**config.mk**
```make
export PLATFORM = sky130hd
export DESIGN_NAME = tab_ctrl
export DESIGN_NICKNAME = d
export VERILOG_FILES = /design/src/assert_macros.svh /design/src/tab_pkg.sv /design/src/tab_ctrl.sv
export SDC_FILE = /design/constraint.sdc
export NUM_CORES = 1
export LEC_CHECK = 0
export BUFFER_PORTS_ARGS = -buffer_cell sky130_fd_sc_hd__buf_2
export CORE_AREA = 2 2 39 41
export DETAILED_ROUTE_END_ITERATION = 8
export DIE_AREA = 0 0 41 43
export GPL_TIMING_DRIVEN = 0
export PLACE_DENSITY = 0.35
export SLEW_MARGIN = 15
export SYNTH_ARGS = -nofsm -noshare
export SYNTH_HDL_FRONTEND = slang
export SYNTH_SLANG_ARGS = --single-unit
```
**constraint.sdc**
```tcl
create_clock -name clk -period 1.5 [get_ports clk]
set_input_delay 0.225 -clock clk [delete_from_list [all_inputs] [get_ports clk]]
set_output_delay 0.225 -clock clk [all_outputs]
set_load 0.01 [all_outputs]
```
**src/assert_macros.svh**
```systemverilog
// Assertion helpers, included by tile_average_binarizer.sv.
`ifndef ASSERT_MACROS_SVH
`define ASSERT_MACROS_SVH

// Same-cycle implication.
`define ASSERT_IMPL(lbl, clk, rst_n, ante, cons, msg) \
    lbl: assert property (@(posedge clk) disable iff (!rst_n) (ante) |-> (cons)) \
        else $error(msg);

// Next-cycle implication.
`define ASSERT_NEXT(lbl, clk, rst_n, ante, cons, msg) \
    lbl: assert property (@(posedge clk) disable iff (!rst_n) (ante) |=> (cons)) \
        else $error(msg);

`endif

```
**src/tab_pkg.sv**
```systemverilog
`default_nettype none

package tab_pkg;

    // Field and register widths
    localparam int PIX_W      = 8;
    localparam int TS_W       = 7;
    localparam int TA_W       = 8;
    localparam int THR_W      = 8;
    localparam int COL_W      = 7;
    localparam int ROW_W      = 7;
    localparam int PIT_W      = 6;
    localparam int RIT_W      = 6;
    localparam int CFG_IDX_W  = 2;
    localparam int CFG_DATA_W = 8;

    // Sizes
    localparam int MAX_TILE_SIZE    = 64;
    localparam int MAX_TILES_ACROSS = 128;
    localparam int MAX_TILES_DOWN   = 128;
    localparam int NUM_CH           = 3;
    localparam int CH_W             = 2;

    // Sums and division
    localparam int SUM_W  = 20;
    localparam int N_W    = 13;
    localparam int STEP_W = $clog2(SUM_W + 1);
    localparam int MEAN_W = SUM_W + 2;
    localparam int LIM_W  = THR_W + 2;
    localparam logic [SUM_W-1:0] SUM_MAX = {SUM_W{1'b1}};

    // Register reset values
    localparam logic [TS_W-1:0]  TILE_SIZE_RST    = TS_W'(10);
    localparam logic [TA_W-1:0]  TILES_ACROSS_RST = TA_W'(73);
    localparam logic [TA_W-1:0]  TILES_DOWN_RST   = TA_W'(73);
    localparam logic [THR_W-1:0] THRESHOLD_RST    = THR_W'(150);

    typedef enum logic [CFG_IDX_W-1:0] {
        REG_TILE_SIZE,
        REG_TILES_ACROSS,
        REG_TILES_DOWN,
        REG_THRESHOLD
    } cfg_reg_t;

    typedef logic [NUM_CH-1:0][PIX_W-1:0] pix_t;
    typedef logic [NUM_CH-1:0][SUM_W-1:0] sums_t;

    typedef enum logic [2:0] {
        S_IDLE,
        S_ACC,
        S_DIV_START,
        S_DIV_WAIT,
        S_FINISH
    } ctrl_state_t;

    // Controller to datapath
    typedef struct packed {
        logic accept;
        logic acc;
        logic div_start;
        logic div_take;
        logic load_out;
    } cmd_t;

    // Datapath to controller
    typedef struct packed {
        logic tile_done;
        logic div_busy;
        logic div_done;
        logic last_ch;
        logic out_free;
    } stat_t;

endpackage

`default_nettype wire

```
**src/tab_ctrl.sv**
```systemverilog
`default_nettype none

module tab_ctrl (
    input  wire logic           clk,
    input  wire logic           rst_n,
    input  wire logic           in_valid,
    output logic                in_ready,
    input  wire tab_pkg::stat_t stat,
    output tab_pkg::cmd_t       cmd
);

    tab_pkg::ctrl_state_t state_reg;
    tab_pkg::ctrl_state_t state_next;

    always_ff @(posedge clk or negedge rst_n)
    begin
        if (!rst_n)
        begin
            state_reg <= tab_pkg::S_IDLE;
        end
        else
        begin
            state_reg <= state_next;
        end
    end

    // Next state and commands
    always_comb
    begin
        state_next = state_reg;
        cmd        = '0;
        in_ready   = 1'b0;
        unique case (state_reg)
            tab_pkg::S_IDLE:
            begin
                in_ready = 1'b1;
                if (in_valid)
                begin
                    cmd.accept = 1'b1;
                    state_next = tab_pkg::S_ACC;
                end
            end
            tab_pkg::S_ACC:
            begin
                cmd.acc    = 1'b1;
                state_next = stat.tile_done ? tab_pkg::S_DIV_START : tab_pkg::S_IDLE;
            end
            tab_pkg::S_DIV_START:
            begin
                cmd.div_start = 1'b1;
                state_next    = tab_pkg::S_DIV_WAIT;
            end
            tab_pkg::S_DIV_WAIT:
            begin
                if (stat.div_done)
                begin
                    cmd.div_take = 1'b1;
                    state_next   = stat.last_ch ? tab_pkg::S_FINISH : tab_pkg::S_DIV_START;
                end
            end
            tab_pkg::S_FINISH:
            begin
                if (stat.out_free)
                begin
                    cmd.load_out = 1'b1;
                    state_next   = tab_pkg::S_IDLE;
                end
            end
            default:
            begin
                state_next = tab_pkg::S_IDLE;
            end
        endcase
    end

endmodule

`default_nettype wire

```
After elaboration in Yosys (flattened, before gate mapping):

Cells that the tools add are included.

* add/subtract/negate cells: 0
* multiply operators: 0
* divide/modulo/power cells: 0
* order comparisons: 0
* equality and inequality tests: 7
* shifts and indexed selects: 0
* muxes and demuxes: 15
* bitwise gates (word level): 0
* reductions and logical operators: 2

Operator list (count)
* one-hot mux 3 bit (5 select lines): 1
* 2-to-1 mux 3 bit: 4
* 2-to-1 mux 1 bit: 9
* == test 3 x 2 -> 1 bit (second input constant): 2
* != test 2 bit (second input constant): 3
* == test 3 x 1 -> 1 bit (second input constant): 1
* == test 3 bit (second input constant): 1
* logical NOT 3 bit: 1
* AND reduction 3 bit: 1
* 2-to-1 mux 2 bit: 1

* flip-flop bits (word level): 3
* latch bits: 0
* bits in writable memories: 0
* bits in read-only memories: 0
* input bits: 8
* output and inout port bits: 6
* logic and storage cells: 25
* memories: 0

Logic depth before layout (Yosys ltp):

* depth after elaboration: 3
* depth in mapped cells: 2
* gate-level depth less buffers: 2

Worst setup path before layout:

Ideal clock, no wire load.

* path kind: register to output
* from: register state_reg[1]
* to: output cmd[4] in the netlist's numbering
* arrival: 0.991 ns
* data required time: 1.275 ns
* path slack: 0.284 ns
* stages on the path, launching flop included: 3
* buffers on the path: 0
* cell sequence: dfrtp_1 nor3_1 and2_1

RTL lines
* start, declared: line tab_ctrl.sv:12 `tab_pkg::ctrl_state_t state_reg;`
* start signal, assigned: line tab_ctrl.sv:19 `state_reg <= tab_pkg::S_IDLE;`
* start signal, assigned: line tab_ctrl.sv:23 `state_reg <= state_next;`
* end, declared: line tab_ctrl.sv:9 `output tab_pkg::cmd_t cmd`

==> results.sh <==
export IMPL_outcome="completed"
export IMPL_grtUsageTotal_pct=7.55
export IMPL_area_delta_synth_final_pct=67.8
export IMPL_antenna_found_initial=0
export IMPL_intPower_w=0.000327
export IMPL_net_switching_power_w=0.000231
export IMPL_wl_per_cell_um=10.4
export IMPL_io_buffers=12
export IMPL_start_util_pct=13.5
export IMPL_die_h_um=43
export IMPL_r2r_end="state_reg[2]$_DFFE_PN0P_"
export IMPL_fin_area_um2=313
export IMPL_critPathKind="flip-flop to primary output"
export IMPL_dr_total_vias=206
export IMPL_netlist_area_leader_share_pct=40.3
export IMPL_grt_first_pass_wirelength_um=814
export IMPL_combPwrFrac_pct=42.2
export IMPL_cts_tree="done"
export IMPL_ys_seq_area_share_pct=40.3
export IMPL_fp_dieW_um=41
export IMPL_leakage_nw=0.159
export IMPL_grt_pass1_vias=204
export IMPL_rr_startpoint="state_reg[0]$_DFFE_PN0P_"
export IMPL_clockBufferDepth=2
export IMPL_synthDistinctLibCells=15
export IMPL_cp_data_arrival_time_ns=1.22
export IMPL_fin_crit_ns=1.44
export IMPL_period_share_pct=96.1
export IMPL_hold_path_class="input pin to flip-flop"
export IMPL_worst_setup_path_end_kind="primary output"
export IMPL_drtIter0Drc=2
export IMPL_yosysWarnings=0
export IMPL_hold_viol_final=0
export IMPL_design_die_area_um2=1760
export IMPL_h_tree_depth=1
export IMPL_min_from="stat[1]"
export IMPL_slew_violations=0
export IMPL_critical_path_required_ns=1.27
export IMPL_antenna_diode_count=0
export IMPL_hpwl_um=391
export IMPL_vdd_drop_max_v=0.000461
export IMPL_setup_viol_count_final=0
export IMPL_syn_nets=29
export IMPL_path_clk_slew_ns=0.03
export IMPL_rows=14
export IMPL_tightest_slew_ns=0.269
export IMPL_r2r_cells=2
export IMPL_syn_inst=21
export IMPL_routed_wl_um=559
export IMPL_ant_nets=0
export IMPL_gp_congestion=0.670
export IMPL_layout_drive_gt1_share_pct=44.7
export IMPL_cts_sink_count=3
export IMPL_hold_slack_ns=0.248
export IMPL_grt_ovfl_total=0
export IMPL_final_nets=47
export IMPL_max_cap_violations=0
export IMPL_ioPinCount=14
export IMPL_clock_tree_root_cell="clkbuf_4"
export IMPL_skew_ns=0.00252
export IMPL_fillCellCount=174
export IMPL_post_route_util_pct=22.6
export IMPL_core_area_um2=1380
export IMPL_p_per_area_nw_per_um2=1780
export IMPL_netSwitchingFraction_pct=41.4
export IMPL_clock_fmax_ghz=0.694
export IMPL_place_area_um2=267
export IMPL_reg2reg_slack_ns=0.32
export IMPL_clockPowerShare_pct=25.2
export IMPL_syn_area_um2=186
export IMPL_first_pass_iters=2
export IMPL_synth_top_cell_by_area="dfrtp_1"
export IMPL_ys_ff_latch=3
export IMPL_vias_per_cell=3.81
export IMPL_clkLatencyLatePin_ns=0.23
export IMPL_critPathMaxFanout=7
export IMPL_numCtsBuffers=3
export IMPL_drcViolationCount=0
export IMPL_holdPathStages=3
export IMPL_slew_headroom_pct=82.1
export IMPL_largest_reg_flops=3
export IMPL_p_seq_share_pct=32.6
export IMPL_grt_max_degree=9
export IMPL_synth_avg_cell_area_um2=8.88
export IMPL_yosys_top_cells_area="dfrtp_1 (40%), nor3_1 (8.1%), nand2b_1 (6.7%)"
export IMPL_worstSetupStartpointType="flip-flop"
export IMPL_min_to="state_reg[2]$_DFFE_PN0P_"
-- worst max-delay path, cell delays in order, from the launching register on --
cell	delay, ns
dfrtp_1	0.43
nand2b_1	0.24
nor3_2	0.16
buf_2	0.16
-- area by class of cell --
| class | count | area (um2) | area share, % |
|---|---|---|---|
| multi-input cells | 16 | 114 | 36.4 |
| flip-flops and latches | 3 | 75.1 | 24.0 |
| well taps | 16 | 20.0 | 6.40 |
| repair buffers | 13 | 70.1 | 22.4 |
| inverters | 2 | 7.51 | 2.40 |
| clock buffers | 4 | 26.3 | 8.40 |
-- placed cells by master, fill, tap and decap left out --
cell type      instances
inv_1                  2
nand2b_1               2
o21bai_1               1
nor2_1                 1
nand2_1                1
dlygate4sd3_1          1
o32ai_1                1
and2_1                 1
nor3_2                 2
or4b_1                 1
clkbuf_4               3
nor3_1                 1
nor4bb_1               1
a21oi_1                1
dfrtp_1                3
o31ai_1                1
clkbuf_1               1
and3_1                 1
buf_2                 12
or2b_1                 1
-- power groups by stage --
stage | Clock [W] | Sequential (W) | Combinational (W)
6_report | 0.000140 | 0.000182 | 0.000236
5_1_grt | 0.000150 | 0.000189 | 0.000270
4_1_cts | 0.000149 | 0.000179 | 0.000225
3_5_place_dp | 0 | 0.000180 | 0.000223
3_3_place_gp | 0 | 0.000177 | 0.000221
2_1_floorplan | 0 | 0.000156 | 0.000146
-- worst max path at each step --
stage | start | end
after floorplan | state_reg[1]$_DFFE_PN0P_ | cmd[4]
after global placement | state_reg[1]$_DFFE_PN0P_ | state_reg[2]$_DFFE_PN0P_
after detailed placement | state_reg[2]$_DFFE_PN0P_ | cmd[1]
after CTS | state_reg[2]$_DFFE_PN0P_ | cmd[1]
after global routing | state_reg[2]$_DFFE_PN0P_ | cmd[1]
final | state_reg[2]$_DFFE_PN0P_ | cmd[1]
-- cells in the mapped netlist --
master	number
or2b_1	1
nand2b_1	2
and2_1	1
nor2_1	1
nand2_1	1
or4b_1	1
o21bai_1	1
a21oi_1	1
nor4bb_1	1
inv_1	2
o31ai_1	1
and3_1	1
dfrtp_1	3
nor3_1	3
o32ai_1	1
-- kinds of logic (layout without fill, tap and decap cells) --
kind of cell	Yosys count	count (layout)	synth area share (%)
AOI/OAI and AO/OA	4	4	15.4
buffers and inverters	2	19	4.03
DFF	3	3	40.3
and+or+nand+nor	12	12	40.3
-- repair_timing --
action / 4_1_cts / 5_1_grt
buffers inserted: 0 / 0
resized for setup: 0 / 2
endpoints found under the setup margin: 0 / 2
hold buffers: 1 / 0
endpoints found under the hold margin: 3 / 0
-- metrics by stage --
step                total power [W]  cells  TNS, ns  setup WS, ns
floorplan                  0.000301     21        0         0.284
global placement           0.000398     49        0         0.330
detailed placement         0.000403     49        0         0.317
CTS                        0.000553     54        0        0.0600
global route               0.000609     54  -0.0236       -0.0236
finish                     0.000558     54        0        0.0591
-- metal layers --
metal	part of all wire, %	global-route usage, %	wire length [um]
met1	45	10.4	254
met2	45	7.50	249
met3	9.8	3.66	55
met4	0	8.00	0
met5	0	0	0
Power figures use the tool's default switching activity.
